### src/hw/rtl/hfa_pkg.sv
// types and constants of the hole fit allocator
`default_nettype none

package hfa_pkg;

   localparam int HOLE_IDX_BITS   = 6;
   localparam int FIELD_SIZE_BITS = 32;
   localparam int POLICY_BITS     = 2;
   localparam int COUNT_BITS      = 7;
   localparam int CSR_DATA_BITS   = 7;
   localparam int CSR_INDEX_BITS  = 1;

   typedef enum logic {
      OP_LOAD  = 1'b0,
      OP_ALLOC = 1'b1
   } hfa_op_type;

   localparam logic [POLICY_BITS-1:0] POLICY_FIRST = 2'd0;
   localparam logic [POLICY_BITS-1:0] POLICY_BEST  = 2'd1;
   localparam logic [POLICY_BITS-1:0] POLICY_WORST = 2'd2;

   localparam logic [CSR_INDEX_BITS-1:0] CSR_FIT_POLICY = 1'b0;
   localparam logic [CSR_INDEX_BITS-1:0] CSR_HOLE_COUNT = 1'b1;

   typedef enum logic [2:0] {
      ST_IDLE,
      ST_LOAD,
      ST_SCAN,
      ST_LAST,
      ST_COMMIT,
      ST_DONE
   } hfa_state_type;

   typedef struct packed {
      logic                       operation;
      logic [HOLE_IDX_BITS-1:0]   hole_index;
      logic [FIELD_SIZE_BITS-1:0] hole_size;
      logic [FIELD_SIZE_BITS-1:0] request_size;
   } hfa_req_type;

   typedef struct packed {
      logic                       granted;
      logic [HOLE_IDX_BITS-1:0]   chosen_hole;
      logic [FIELD_SIZE_BITS-1:0] left_in_hole;
   } hfa_result_type;

endpackage

`default_nettype wire

### src/hw/rtl/hfa_req_if.sv
// request channel interface of the hole fit allocator
`default_nettype none

interface hfa_req_if;
   logic        valid;
   logic        ready;
   logic        operation;
   logic [5:0]  hole_index;
   logic [31:0] hole_size;
   logic [31:0] request_size;

   modport source (output valid, output operation, output hole_index,
                   output hole_size, output request_size, input ready);
   modport sink   (input valid, input operation, input hole_index,
                   input hole_size, input request_size, output ready);
endinterface

`default_nettype wire

### src/hw/rtl/hfa_rsp_if.sv
// response channel interface of the hole fit allocator
`default_nettype none

interface hfa_rsp_if;
   logic        valid;
   logic        ready;
   logic        granted;
   logic [5:0]  chosen_hole;
   logic [31:0] left_in_hole;

   modport source (output valid, output granted, output chosen_hole,
                   output left_in_hole, input ready);
   modport sink   (input valid, input granted, input chosen_hole,
                   input left_in_hole, output ready);
endinterface

`default_nettype wire

### src/hw/rtl/hfa_mem.sv
// hole size memory, one write and one registered read port
`default_nettype none

module hfa_mem #(
   parameter int DEPTH     = 64,
   parameter int WIDTH     = 32,
   parameter int ADDR_BITS = 6
) (
   input  logic                 clock,
   input  logic                 we,
   input  logic [ADDR_BITS-1:0] waddr,
   input  logic [WIDTH-1:0]     wdata,
   input  logic                 re,
   input  logic [ADDR_BITS-1:0] raddr,
   output logic [WIDTH-1:0]     rdata
);

   logic [WIDTH-1:0] mem_ff [DEPTH];
   logic [WIDTH-1:0] rdata_ff;

   always_ff @(posedge clock) begin
      if (we) begin
         mem_ff[waddr] <= wdata;
      end
   end

   always_ff @(posedge clock) begin
      if (re) begin
         rdata_ff <= mem_ff[raddr];
      end
   end

   assign rdata = rdata_ff;

endmodule

`default_nettype wire

### src/hw/rtl/hfa_core.sv
// sequencer and scan datapath of the hole fit allocator
`default_nettype none

module hfa_core
   import hfa_pkg::*;
#(
   parameter int HOLES     = 64,
   parameter int SIZE_BITS = 32
) (
   input  logic                   clock,
   input  logic                   reset,
   input  logic                   req_valid,
   output logic                   req_ready,
   input  hfa_req_type            req_item,
   input  logic [POLICY_BITS-1:0] fit_policy,
   input  logic [(($clog2(HOLES+1) > COUNT_BITS) ? $clog2(HOLES+1) : COUNT_BITS)-1:0]
                                  used_count,
   output logic                   res_valid,
   input  logic                   res_take,
   output hfa_result_type         res
);

   localparam int AW = (HOLES > 1) ? $clog2(HOLES) : 1;
   localparam int CW = ($clog2(HOLES+1) > COUNT_BITS) ? $clog2(HOLES+1) : COUNT_BITS;

   hfa_state_type state_ff, state_in;

   logic [HOLE_IDX_BITS-1:0]     idx_ff, idx_in;
   logic [SIZE_BITS-1:0]         hsz_ff, hsz_in;
   logic [SIZE_BITS-1:0]         rsz_ff, rsz_in;
   logic [AW-1:0]                addr_ff, addr_in;
   logic                         rd_valid_ff, rd_valid_in;
   logic [AW-1:0]                rd_idx_ff, rd_idx_in;
   logic                         found_ff, found_in;
   logic [AW-1:0]                pick_ff, pick_in;
   logic [SIZE_BITS-1:0]         best_ff, best_in;
   hfa_result_type               res_ff, res_in;

   logic                         mem_we, mem_re;
   logic [AW-1:0]                mem_waddr;
   logic [SIZE_BITS-1:0]         mem_wdata, mem_rdata;

   logic                         accept;
   logic                         in_range;
   logic                         fits, take;
   logic [SIZE_BITS-1:0]         remain;
   logic [AW+HOLE_IDX_BITS-1:0]  idx_wide, pick_wide;
   logic [SIZE_BITS+FIELD_SIZE_BITS-1:0] hsz_wide, rsz_wide, hsz_out_wide, remain_wide;

   assign accept   = req_valid && req_ready;
   assign in_range = CW'(idx_ff) < CW'(HOLES);
   assign remain   = best_ff - rsz_ff;

   // size and index conversions between field and storage widths
   assign hsz_wide     = {{SIZE_BITS{1'b0}}, req_item.hole_size};
   assign rsz_wide     = {{SIZE_BITS{1'b0}}, req_item.request_size};
   assign hsz_out_wide = {{FIELD_SIZE_BITS{1'b0}}, hsz_ff};
   assign remain_wide  = {{FIELD_SIZE_BITS{1'b0}}, remain};
   assign idx_wide     = {{AW{1'b0}}, idx_ff};
   assign pick_wide    = {{HOLE_IDX_BITS{1'b0}}, pick_ff};

   // candidate test on the entry read last cycle
   always_comb begin
      fits = rd_valid_ff && (rsz_ff <= mem_rdata);
      case (fit_policy)
         POLICY_BEST:  take = fits && (!found_ff || mem_rdata <= best_ff);
         POLICY_WORST: take = fits && (!found_ff || mem_rdata >= best_ff);
         default:      take = fits && !found_ff;
      endcase
   end

   // next state
   always_comb begin
      state_in = state_ff;
      case (state_ff)
         ST_IDLE: begin
            if (req_valid) begin
               if (req_item.operation == OP_LOAD) begin
                  state_in = ST_LOAD;
               end else if (used_count == '0) begin
                  state_in = ST_DONE;
               end else begin
                  state_in = ST_SCAN;
               end
            end
         end
         ST_LOAD:   state_in = ST_DONE;
         ST_SCAN: begin
            if (CW'(addr_ff) + CW'(1) == used_count) begin
               state_in = ST_LAST;
            end
         end
         ST_LAST:   state_in = ST_COMMIT;
         ST_COMMIT: state_in = ST_DONE;
         ST_DONE: begin
            if (res_take) begin
               state_in = ST_IDLE;
            end
         end
         default:   state_in = ST_IDLE;
      endcase
   end

   // outputs
   always_comb begin
      req_ready = 1'b0;
      res_valid = 1'b0;
      mem_we    = 1'b0;
      mem_re    = 1'b0;
      mem_waddr = pick_ff;
      mem_wdata = remain;
      case (state_ff)
         ST_IDLE:   req_ready = 1'b1;
         ST_LOAD: begin
            mem_we    = in_range;
            mem_waddr = idx_wide[AW-1:0];
            mem_wdata = hsz_ff;
         end
         ST_SCAN:   mem_re = 1'b1;
         ST_COMMIT: mem_we = found_ff;
         ST_DONE:   res_valid = 1'b1;
         default: begin
            req_ready = 1'b0;
         end
      endcase
   end

   // datapath next values
   always_comb begin
      idx_in      = idx_ff;
      hsz_in      = hsz_ff;
      rsz_in      = rsz_ff;
      addr_in     = addr_ff;
      found_in    = found_ff;
      pick_in     = pick_ff;
      best_in     = best_ff;
      res_in      = res_ff;
      rd_valid_in = mem_re;
      rd_idx_in   = addr_ff;
      if (accept) begin
         idx_in   = req_item.hole_index;
         hsz_in   = hsz_wide[SIZE_BITS-1:0];
         rsz_in   = rsz_wide[SIZE_BITS-1:0];
         addr_in  = '0;
         found_in = 1'b0;
         res_in   = '0;
      end
      if (state_ff == ST_SCAN) begin
         addr_in = addr_ff + AW'(1);
      end
      if (take) begin
         found_in = 1'b1;
         pick_in  = rd_idx_ff;
         best_in  = mem_rdata;
      end
      if (state_ff == ST_LOAD) begin
         if (in_range) begin
            res_in.granted      = 1'b1;
            res_in.chosen_hole  = idx_ff;
            res_in.left_in_hole = hsz_out_wide[FIELD_SIZE_BITS-1:0];
         end else begin
            res_in = '0;
         end
      end
      if (state_ff == ST_COMMIT) begin
         if (found_ff) begin
            res_in.granted      = 1'b1;
            res_in.chosen_hole  = pick_wide[HOLE_IDX_BITS-1:0];
            res_in.left_in_hole = remain_wide[FIELD_SIZE_BITS-1:0];
         end else begin
            res_in = '0;
         end
      end
   end

   always_ff @(posedge clock) begin
      if (reset) begin
         state_ff    <= ST_IDLE;
         rd_valid_ff <= 1'b0;
         found_ff    <= 1'b0;
      end else begin
         state_ff    <= state_in;
         rd_valid_ff <= rd_valid_in;
         found_ff    <= found_in;
      end
   end

   always_ff @(posedge clock) begin
      idx_ff    <= idx_in;
      hsz_ff    <= hsz_in;
      rsz_ff    <= rsz_in;
      addr_ff   <= addr_in;
      rd_idx_ff <= rd_idx_in;
      pick_ff   <= pick_in;
      best_ff   <= best_in;
      res_ff    <= res_in;
   end

   assign res = res_ff;

   hfa_mem #(
      .DEPTH     (HOLES),
      .WIDTH     (SIZE_BITS),
      .ADDR_BITS (AW)
   ) u_hfa_mem (
      .clock (clock),
      .we    (mem_we),
      .waddr (mem_waddr),
      .wdata (mem_wdata),
      .re    (mem_re),
      .raddr (addr_ff),
      .rdata (mem_rdata)
   );

endmodule

`default_nettype wire

### src/hw/rtl/hole_fit_allocator.sv
// hole fit allocator: first, best or worst fit over a table of free hole sizes
// a load passes through the load and done states; an allocate scans the holes in use,
//   then the last, commit and done states (straight to done when no hole is in use)
// one transaction at a time: a request is taken only in the idle state, and the scan
//   reads the holes in use over the single read port of the hole memory
// reset: synchronous, clears control and csr registers; the hole memory is not cleared
`default_nettype none

module hole_fit_allocator
   import hfa_pkg::*;
#(
   parameter int HOLES     = 64,
   parameter int SIZE_BITS = 32
) (
   input  logic                      clock,
   input  logic                      reset,
   hfa_req_if.sink                   req_ch,
   hfa_rsp_if.source                 rsp_ch,
   input  logic                      csr_we,
   input  logic [CSR_INDEX_BITS-1:0] csr_index,
   input  logic [CSR_DATA_BITS-1:0]  csr_wdata
);

   localparam int CW = ($clog2(HOLES+1) > COUNT_BITS) ? $clog2(HOLES+1) : COUNT_BITS;

   // csr registers
   logic [POLICY_BITS-1:0] fit_policy_ff, fit_policy_in;
   logic [COUNT_BITS-1:0]  hole_count_ff, hole_count_in;

   // holes in use, clamped to the table depth
   logic [CW-1:0]          used_count;

   // core handshake and response holding register
   hfa_req_type            req_item;
   logic                   core_ready;
   logic                   res_valid;
   logic                   res_take;
   hfa_result_type         res;
   logic                   rsp_valid_ff, rsp_valid_in;
   hfa_result_type         rsp_data_ff, rsp_data_in;

   always_comb begin
      fit_policy_in = fit_policy_ff;
      hole_count_in = hole_count_ff;
      if (csr_we) begin
         case (csr_index)
            CSR_FIT_POLICY: fit_policy_in = csr_wdata[POLICY_BITS-1:0];
            CSR_HOLE_COUNT: hole_count_in = csr_wdata[COUNT_BITS-1:0];
            default: begin
               fit_policy_in = fit_policy_ff;
            end
         endcase
      end
   end

   always_ff @(posedge clock) begin
      if (reset) begin
         fit_policy_ff <= POLICY_FIRST;
         hole_count_ff <= '0;
      end else begin
         fit_policy_ff <= fit_policy_in;
         hole_count_ff <= hole_count_in;
      end
   end

   assign used_count = (CW'(hole_count_ff) > CW'(HOLES)) ? CW'(HOLES) : CW'(hole_count_ff);

   assign req_item.operation    = req_ch.operation;
   assign req_item.hole_index   = req_ch.hole_index;
   assign req_item.hole_size    = req_ch.hole_size;
   assign req_item.request_size = req_ch.request_size;
   assign req_ch.ready          = core_ready;

   hfa_core #(
      .HOLES     (HOLES),
      .SIZE_BITS (SIZE_BITS)
   ) u_hfa_core (
      .clock      (clock),
      .reset      (reset),
      .req_valid  (req_ch.valid),
      .req_ready  (core_ready),
      .req_item   (req_item),
      .fit_policy (fit_policy_ff),
      .used_count (used_count),
      .res_valid  (res_valid),
      .res_take   (res_take),
      .res        (res)
   );

   // response register: the core moves on as soon as the slot is free
   assign res_take = res_valid && (!rsp_valid_ff || rsp_ch.ready);

   always_comb begin
      rsp_valid_in = rsp_valid_ff;
      rsp_data_in  = rsp_data_ff;
      if (res_take) begin
         rsp_valid_in = 1'b1;
         rsp_data_in  = res;
      end else if (rsp_ch.ready) begin
         rsp_valid_in = 1'b0;
      end
   end

   always_ff @(posedge clock) begin
      if (reset) begin
         rsp_valid_ff <= 1'b0;
      end else begin
         rsp_valid_ff <= rsp_valid_in;
      end
   end

   always_ff @(posedge clock) begin
      rsp_data_ff <= rsp_data_in;
   end

   assign rsp_ch.valid        = rsp_valid_ff;
   assign rsp_ch.granted      = rsp_data_ff.granted;
   assign rsp_ch.chosen_hole  = rsp_data_ff.chosen_hole;
   assign rsp_ch.left_in_hole = rsp_data_ff.left_in_hole;

endmodule

`default_nettype wire

### src/flat_wrapper.sv
// flat-port wrapper written by rule: the top's interface ports become plain ports
module hole_fit_allocator_flat import hfa_pkg::*;
#(
   parameter int HOLES     = 64,
   parameter int SIZE_BITS = 32
)
  (clock, reset, csr_we, csr_index, csr_wdata, req_ch_valid, req_ch_operation, req_ch_hole_index, req_ch_hole_size, req_ch_request_size, req_ch_ready, rsp_ch_valid, rsp_ch_granted, rsp_ch_chosen_hole, rsp_ch_left_in_hole, rsp_ch_ready);
  hfa_req_if req_ch_i ();
  hfa_rsp_if rsp_ch_i ();
  input  logic clock;
  input  logic reset;
  input  logic csr_we;
  input  logic [CSR_INDEX_BITS-1:0] csr_index;
  input  logic [CSR_DATA_BITS-1:0] csr_wdata;
  input wire logic [$bits(req_ch_i.valid)-1:0] req_ch_valid;
  input wire logic [$bits(req_ch_i.operation)-1:0] req_ch_operation;
  input wire logic [$bits(req_ch_i.hole_index)-1:0] req_ch_hole_index;
  input wire logic [$bits(req_ch_i.hole_size)-1:0] req_ch_hole_size;
  input wire logic [$bits(req_ch_i.request_size)-1:0] req_ch_request_size;
  output wire logic [$bits(req_ch_i.ready)-1:0] req_ch_ready;
  output wire logic [$bits(rsp_ch_i.valid)-1:0] rsp_ch_valid;
  output wire logic [$bits(rsp_ch_i.granted)-1:0] rsp_ch_granted;
  output wire logic [$bits(rsp_ch_i.chosen_hole)-1:0] rsp_ch_chosen_hole;
  output wire logic [$bits(rsp_ch_i.left_in_hole)-1:0] rsp_ch_left_in_hole;
  input wire logic [$bits(rsp_ch_i.ready)-1:0] rsp_ch_ready;
  assign req_ch_i.valid = req_ch_valid;
  assign req_ch_i.operation = req_ch_operation;
  assign req_ch_i.hole_index = req_ch_hole_index;
  assign req_ch_i.hole_size = req_ch_hole_size;
  assign req_ch_i.request_size = req_ch_request_size;
  assign req_ch_ready = req_ch_i.ready;
  assign rsp_ch_valid = rsp_ch_i.valid;
  assign rsp_ch_granted = rsp_ch_i.granted;
  assign rsp_ch_chosen_hole = rsp_ch_i.chosen_hole;
  assign rsp_ch_left_in_hole = rsp_ch_i.left_in_hole;
  assign rsp_ch_i.ready = rsp_ch_ready;
  hole_fit_allocator #(.HOLES(HOLES), .SIZE_BITS(SIZE_BITS)) u_core (.clock(clock), .reset(reset), .req_ch(req_ch_i), .rsp_ch(rsp_ch_i), .csr_we(csr_we), .csr_index(csr_index), .csr_wdata(csr_wdata));
endmodule
### config.mk
export PLATFORM = sky130hd
export DESIGN_NAME = hole_fit_allocator_flat
export DESIGN_NICKNAME = d
export VERILOG_FILES = /design/src/hw/rtl/hfa_pkg.sv /design/src/hw/rtl/hfa_req_if.sv /design/src/hw/rtl/hfa_rsp_if.sv /design/src/hw/rtl/hfa_mem.sv /design/src/hw/rtl/hfa_core.sv /design/src/hw/rtl/hole_fit_allocator.sv /design/src/flat_wrapper.sv
export SDC_FILE = /design/constraint.sdc
export NUM_CORES = 2
export LEC_CHECK = 0
export ABC_AREA = 0
export BUFFER_PORTS_ARGS = -buffer_cell sky130_fd_sc_hd__buf_2
export CAP_MARGIN = 30
export CORE_ASPECT_RATIO = 0.75
export CORE_MARGIN = 4
export CORE_UTILIZATION = 65
export DETAILED_ROUTE_END_ITERATION = 10
export PLACE_DENSITY = 0.82
export RECOVER_POWER = 25
export SLEW_MARGIN = 0
export SYNTH_ARGS = -nofsm -noshare
export SYNTH_HDL_FRONTEND = slang
export SYNTH_HIERARCHICAL = 1
export SYNTH_SLANG_ARGS = --single-unit
### constraint.sdc
create_clock -name clock -period 9.6 [get_ports clock]
set_clock_uncertainty 0.05 [all_clocks]
set_input_delay 0.96 -clock clock [delete_from_list [all_inputs] [get_ports clock]]
set_output_delay 0.96 -clock clock [all_outputs]
set_load 0.02 [all_outputs]
* Yosys cells after proc, flatten, opt, wreduce, memory -nomap -nowiden
Memories as Yosys holds them, arrays and structs flattened. A register that Yosys moved wholly into a read port is not among the register bits. Cells that the tools add are included.
Storage, ports and cells: memory bits (writable) 2048, input bits 84, flip-flop bits (word level) 213, ROM bits 0, memories 1, latch bits 0
Memories:
- u_core.u_hfa_core.u_hfa_mem.mem_ff | words 64, bits a word 32, rd ports 1, clocked after Yosys merged registers in 1, wr ports 1, line hfa_mem.sv:18 | logic [WIDTH-1:0] mem_ff [DEPTH];
Cells by class: multiply operators 0, $lt $le $gt $ge 4, equal/unequal tests 11, add/subtract/negate cells 3, shift-type cells 0, bitwise gates (word level) 1, muxes and demuxes 26, div/mod/pow operators 0, reduce and logical (&&, ||, !) cells 21
Operator list (number):
- two-way mux 39 bit | 4
- <= comparator 32 bit | 2
- >= comparator 32 bit | 1
- two-way mux 32 bit | 1
- subtractor 32 bit | 1
- two-way mux 6 bit | 3
- two-way mux 3 bit | 5
- one-hot mux 3 bit (5 select lines) | 1
- two-way mux 1 bit | 9
- adder 6 x 1 -> 7 bit, second input constant | 1
- equality test 7 bit | 1
- > comparator 7 bit, second input constant | 1
- zero test 7 bit | 1
- two-way mux 7 bit | 1
- adder 6 x 1 -> 6 bit, second input constant | 1
- equality test 3 x 2 -> 1 bit, second input constant | 2
- equality test 3 bit, second input constant | 2
- logical AND 1 bit | 6
- nonzero test 2 bit | 3
- != test 2 bit, second input constant | 2
- one-hot mux 1 bit (2 select lines) | 2
- AND reduction 2 bit | 2
- equality test 3 x 1 -> 1 bit, second input constant | 1
- zero test 3 bit | 1
- 9 further kinds | 12

* Longest topological paths before layout
depth in word-level cells 7, mapped depth 12, gate-level depth less buffers 12

* Cells and area by module
Netlist, hierarchy kept.
Modules (own cells, without submodules):
- hfa_mem | instances 1, seq. area each 62459.9 µm², area each 78835.6 µm², cells each 3324
- hfa_core | instances 1, seq. area each 4814.6 µm², area each 9611.7 µm², cells each 887
- hole_fit_allocator | instances 1, seq. area each 1371.3 µm², area each 1687.9 µm², cells each 90

* Worst setup path after synthesis
Ideal clock, no wire load.
path kind reg-to-reg, start point register u_core.u_hfa_core.rsz_ff[4], end point memory u_core.u_hfa_core.u_hfa_mem.mem_ff[0][19] (data pin), path slack 3.877 ns, cell stages (with the launch flop) 9, library setup time 0.768 ns, period minus slack after synthesis 5.723 ns, path buffers 0, arrival time 4.906 ns, path through edfxtp_1 -> inv_1 -> ha_1 -> a21o_4 -> o41ai_4 -> o21ai_1 -> a21o_1 -> a21o_1 -> a311oi_1
On the way: cells in the longest elaborated chain, start to end 2
Ends and longest elaborated chain:
- from (decl) | line hfa_core.sv:30 | logic [SIZE_BITS-1:0] rsz_ff, rsz_in;
- from (signal assigned) | line hfa_core.sv:191 | rsz_ff <= rsz_in;
- subtractor 32 bit | line hfa_core.sv:52 | assign remain = best_ff - rsz_ff;
- two-way mux 32 bit | line hfa_core.sv:112 | case (state_ff)
- via u_core.u_hfa_core.mem_wdata[19] | line hfa_core.sv:41 | logic [SIZE_BITS-1:0] mem_wdata, mem_rdata;
- to (decl) | line hfa_mem.sv:18
The timed path passes the listed nets, and every way through them passes these cells.

* Worst setup path after layout
start point register u_core.u_hfa_core.state_ff[0], end point memory u_core.u_hfa_core.u_hfa_mem.mem_ff[20][6] (data pin)
On the way: cells in the longest elaborated chain, start to end 2
Ends and longest elaborated chain:
- from (decl) | line hfa_core.sv:26 | hfa_state_type state_ff, state_in;
- from (signal assigned) | line hfa_core.sv:182 | state_ff <= state_in;
- equality test 3 x 1 -> 1 bit | line hfa_core.sv:112
- two-way mux 32 bit | line hfa_core.sv:112
- via u_core.u_hfa_core.mem_wdata[6] | line hfa_core.sv:41
The timed path passes the listed nets, and every way through them passes these cells.

==> reports/summary.txt <==
status: finished, violations left
failing checks: capacitance limit, slew limit
Routed Antenna Nets: 0
top cell type's share of synthesized area: 0.757
root buffer selected by CTS: clkbuf_16
Post-DP HPWL: 146 mm
area leader, netlist: edfxtp_1
setup TNS: 0 ns
met3 Use GR: 0.121
Iter 0 DRT Violations: 9119
top cells by area, synth: edfxtp_1 76%, mux4_2 14%, ha_1 1.3%
Tot GR Track Use: 0.364
RR Startpoint: u_core/u_hfa_core/state_ff[0]$_SDFFE_PP0P_
top-count cell post-synth: edfxtp_1
WHS: 0.241 ns
Post-synth EDFFs: 2272
worst-path fanout max: 64
first-pass GRT wire length: 366 mm
pwr/cell area: 248 mW/mm²
LEAKAGE: 32.3 nW
crit-path cells: nor3b_1 > clkbuf_1 > nand2_1 > nand2_1
slowest cell on the critical path: clkbuf_1
worst reg-to-reg path cell count: 4
Max H-tree Level: 4
detailed-route vias per instance: 7.45
switching part of the total: 0.288
met2 global-route usage: 0.551
worst hold-check path type: in -> reg
routed length per instance: 39.6 µm
Post-Synthesis Cell Area: 0.0901 mm²
core area: 0.138 mm²
share of layout cells above drive strength 1: 0.240
crit-path most repeated cell: nand2_1
Critical Path End Type: register
WP data arrival: 7.02 ns
global route overflow: 0
type of origin of the critical path: register
via count: 49000
Tmin final: 6.90 ns
cell internal pwr: 17.8 mW
unrepaired setup endpoints after global routing: false
Yosys cell types: 87
cell family with the largest share of critical-path delay: simple AND/OR/NAND/NOR gates
buffer and inverter count on the worst path: 1
sequential fraction of the synthesis area: 0.762
number of global-route vias before repair: 47700
hold endpoint: u_core/u_hfa_core/hsz_ff[19]$_DFFE_PP_
final net count: 4736
drt total wl: 261 mm
max frequency: 0.145 GHz
most instantiated cells after synthesis: 2272 x edfxtp_1, 544 x mux4_2, 167 x nor2_1
TritonCTS clock tree: yes
max incr delay on CP: 2.38 ns
Clock power frac: 0.315
reg2reg setup slack: 2.70 ns
total CTS buffers: 194
Final Setup Violations: 0
final cycle utilization of the critical path: 0.718
Worst Setup Path Type: reg -> reg
first drt pass iteration count: 8
Comb pwr share: 0.185
dpl cells: 6207
Die H: 330 µm
worst hold start: req_ch_hole_size[19]
number of port buffers: 124
Max Cap Viol: 13
Slew Viols, Final: 587
Ys Warns: 6
relative slew slack: -1.71
R2R Path End: u_core/u_hfa_core/u_hfa_mem/mem_ff[20][6]$_DFFE_PP_
clock latency on the worst-skew pair: 0.85 ns
RePlAce Congestion: 0.953
Syn Nets: 4483
GRT busiest layer: met2
fin cells: 6580
Hold Crit Depth: 1
CTS Hold Bufs: 0
Cell Rows: 118
starting density of the core: 0.654
pin count of the biggest net entering global routing: 133
post-CTS sizing: 0
P&R area growth vs syn: 11.8%
actual slew at the worst max-slew pin: 4.06 ns
Syn Inst Count: 4301
CTS Buffer Depth: 3
Top FF cell, synth: edfxtp_1
Switch Pwr: 7.19 mW
register share of total power: 0.500
Fillers: 7258
io pins: 125
Core Util, Final: 0.730
synthesized area per cell: 21.0 µm²
final hold viol count: 0
postcts setup bufs: 0
Clock Pin Slew Worst Setup and Hold Paths: 0.06 ns
FF+latch count, synth: 2293
Clock Sinks: 2293
met1 usage: 0.493
die area: 0.145 mm²
DIE WIDTH: 438 µm
drc violations: 0
initial antenna violation count: 20
fraction of registers with async set or reset after synthesis: 0
Max VDD drop: 0.214 mV
CP required: 9.72 ns
[cell type report]
cell class / count / area [µm²] / area share
multi-input cells: 1686 / 20600 / 0.204
repair buffers: 267 / 2590 / 0.0257
diodes: 13 / 32.5 / 0.000323
flip-flops and latches: 2293 / 68600 / 0.682
well taps: 1860 / 2330 / 0.0231
clock buffers: 247 / 5230 / 0.0519
inverters: 112 / 420 / 0.00417
clock inverters: 102 / 886 / 0.00879
[worst max-delay path by stage]
stage,startpoint,to,slack [ns],cells past startpoint
after floorplan,u_core/u_hfa_core/rsz_ff[4]$_DFFE_PP_,u_core/u_hfa_core/u_hfa_mem/mem_ff[0][19]$_DFFE_PP_,3.88,8
after global placement,u_core/u_hfa_core/addr_ff[1]$_SDFFCE_PN0P_,u_core/u_hfa_core/u_hfa_mem/rdata[15]$_DFFE_PP_,4.85,7
after detailed placement,u_core/u_hfa_core/addr_ff[1]$_SDFFCE_PN0P_,u_core/u_hfa_core/u_hfa_mem/rdata[22]$_DFFE_PP_,4.87,7
after CTS,u_core/u_hfa_core/addr_ff[1]$_SDFFCE_PN0P_,u_core/u_hfa_core/u_hfa_mem/rdata[22]$_DFFE_PP_,4.79,7
after global routing,u_core/u_hfa_core/state_ff[0]$_SDFFE_PP0P_,u_core/u_hfa_core/u_hfa_mem/mem_ff[52][7]$_DFFE_PP_,2.52,6
final,u_core/u_hfa_core/state_ff[0]$_SDFFE_PP0P_,u_core/u_hfa_core/u_hfa_mem/mem_ff[20][6]$_DFFE_PP_,2.70,4
[metrics by stage]
step	instance area [µm²]	worst slack, ns	total power [mW]
floorplan	90100	3.88	15.1
global placement	93400	4.85	16.8
detailed placement	94700	4.87	17.0
CTS	101000	4.79	24.8
global route	101000	2.52	25.6
finish	101000	2.70	25.0
[cell families after synthesis]
| kind of cell | after synthesis | share of synthesized area |
|---|---|---|
| AOI/OAI and AO/OA | 421 | 0.0321 |
| DFF | 2293 | 0.762 |
| buffers and inverters | 322 | 0.0161 |
| xor gates and xnor gates | 37 | 0.00360 |
| adders and majority gates | 98 | 0.0137 |
| and+or+nand+nor | 480 | 0.0251 |
| muxes | 650 | 0.148 |
[metal layers]
layer / wire length, µm / vias to the layer above
li1: - / 18400
met1: 83700 / 24800
met2: 120000 / 4998
met3: 42000 / 876
met4: 14900 / 10
met5: 82 / -
[power by group through the flow]
stage / registers (mW) / logic [mW] / clock network [mW]
after floorplan: 12.7 / 2.36 / 0
after global placement: 12.7 / 4.14 / 0
after detailed placement: 12.7 / 4.36 / 0
after CTS: 12.5 / 4.46 / 7.88
after global routing: 12.5 / 4.72 / 8.35
final: 12.5 / 4.63 / 7.88
[state kept, by name (all words and copies together), names as in the netlist, 2 cells and up]
signal and count:
u_core/u_hfa_core/pick_ff 6, u_core/u_hfa_core/rd_idx_ff 6, u_core/u_hfa_core/u_hfa_mem/rdata 32, u_core/fit_policy_ff 2
u_core/u_hfa_core/rsz_ff 32, u_core/u_hfa_core/idx_ff 6, u_core/u_hfa_core/u_hfa_mem/mem_ff 2048, u_core/u_hfa_core/hsz_ff 32
u_core/rsp_ch.left_in_hole 32, u_core/u_hfa_core/best_ff 32, u_core/rsp_ch.chosen_hole 6, u_core/hole_count_ff 7
u_core/u_hfa_core/addr_ff 6, u_core/u_hfa_core/res 39, u_core/u_hfa_core/state_ff 3
[cell usage in the layout (no fill, tap or decap), types with 78 or more instances in the layout]
cell type / count
edfxtp_1: 2272
mux4_2: 544
clkbuf_16: 200
nand2_1: 134
a21oi_1: 113
inv_1: 111
nor2_1: 111
clkbuf_1: 100
mux2i_1: 100
ha_1: 97
o22ai_1: 86
buf_2: 78
Note: power is estimated with default switching activity, not from simulation.
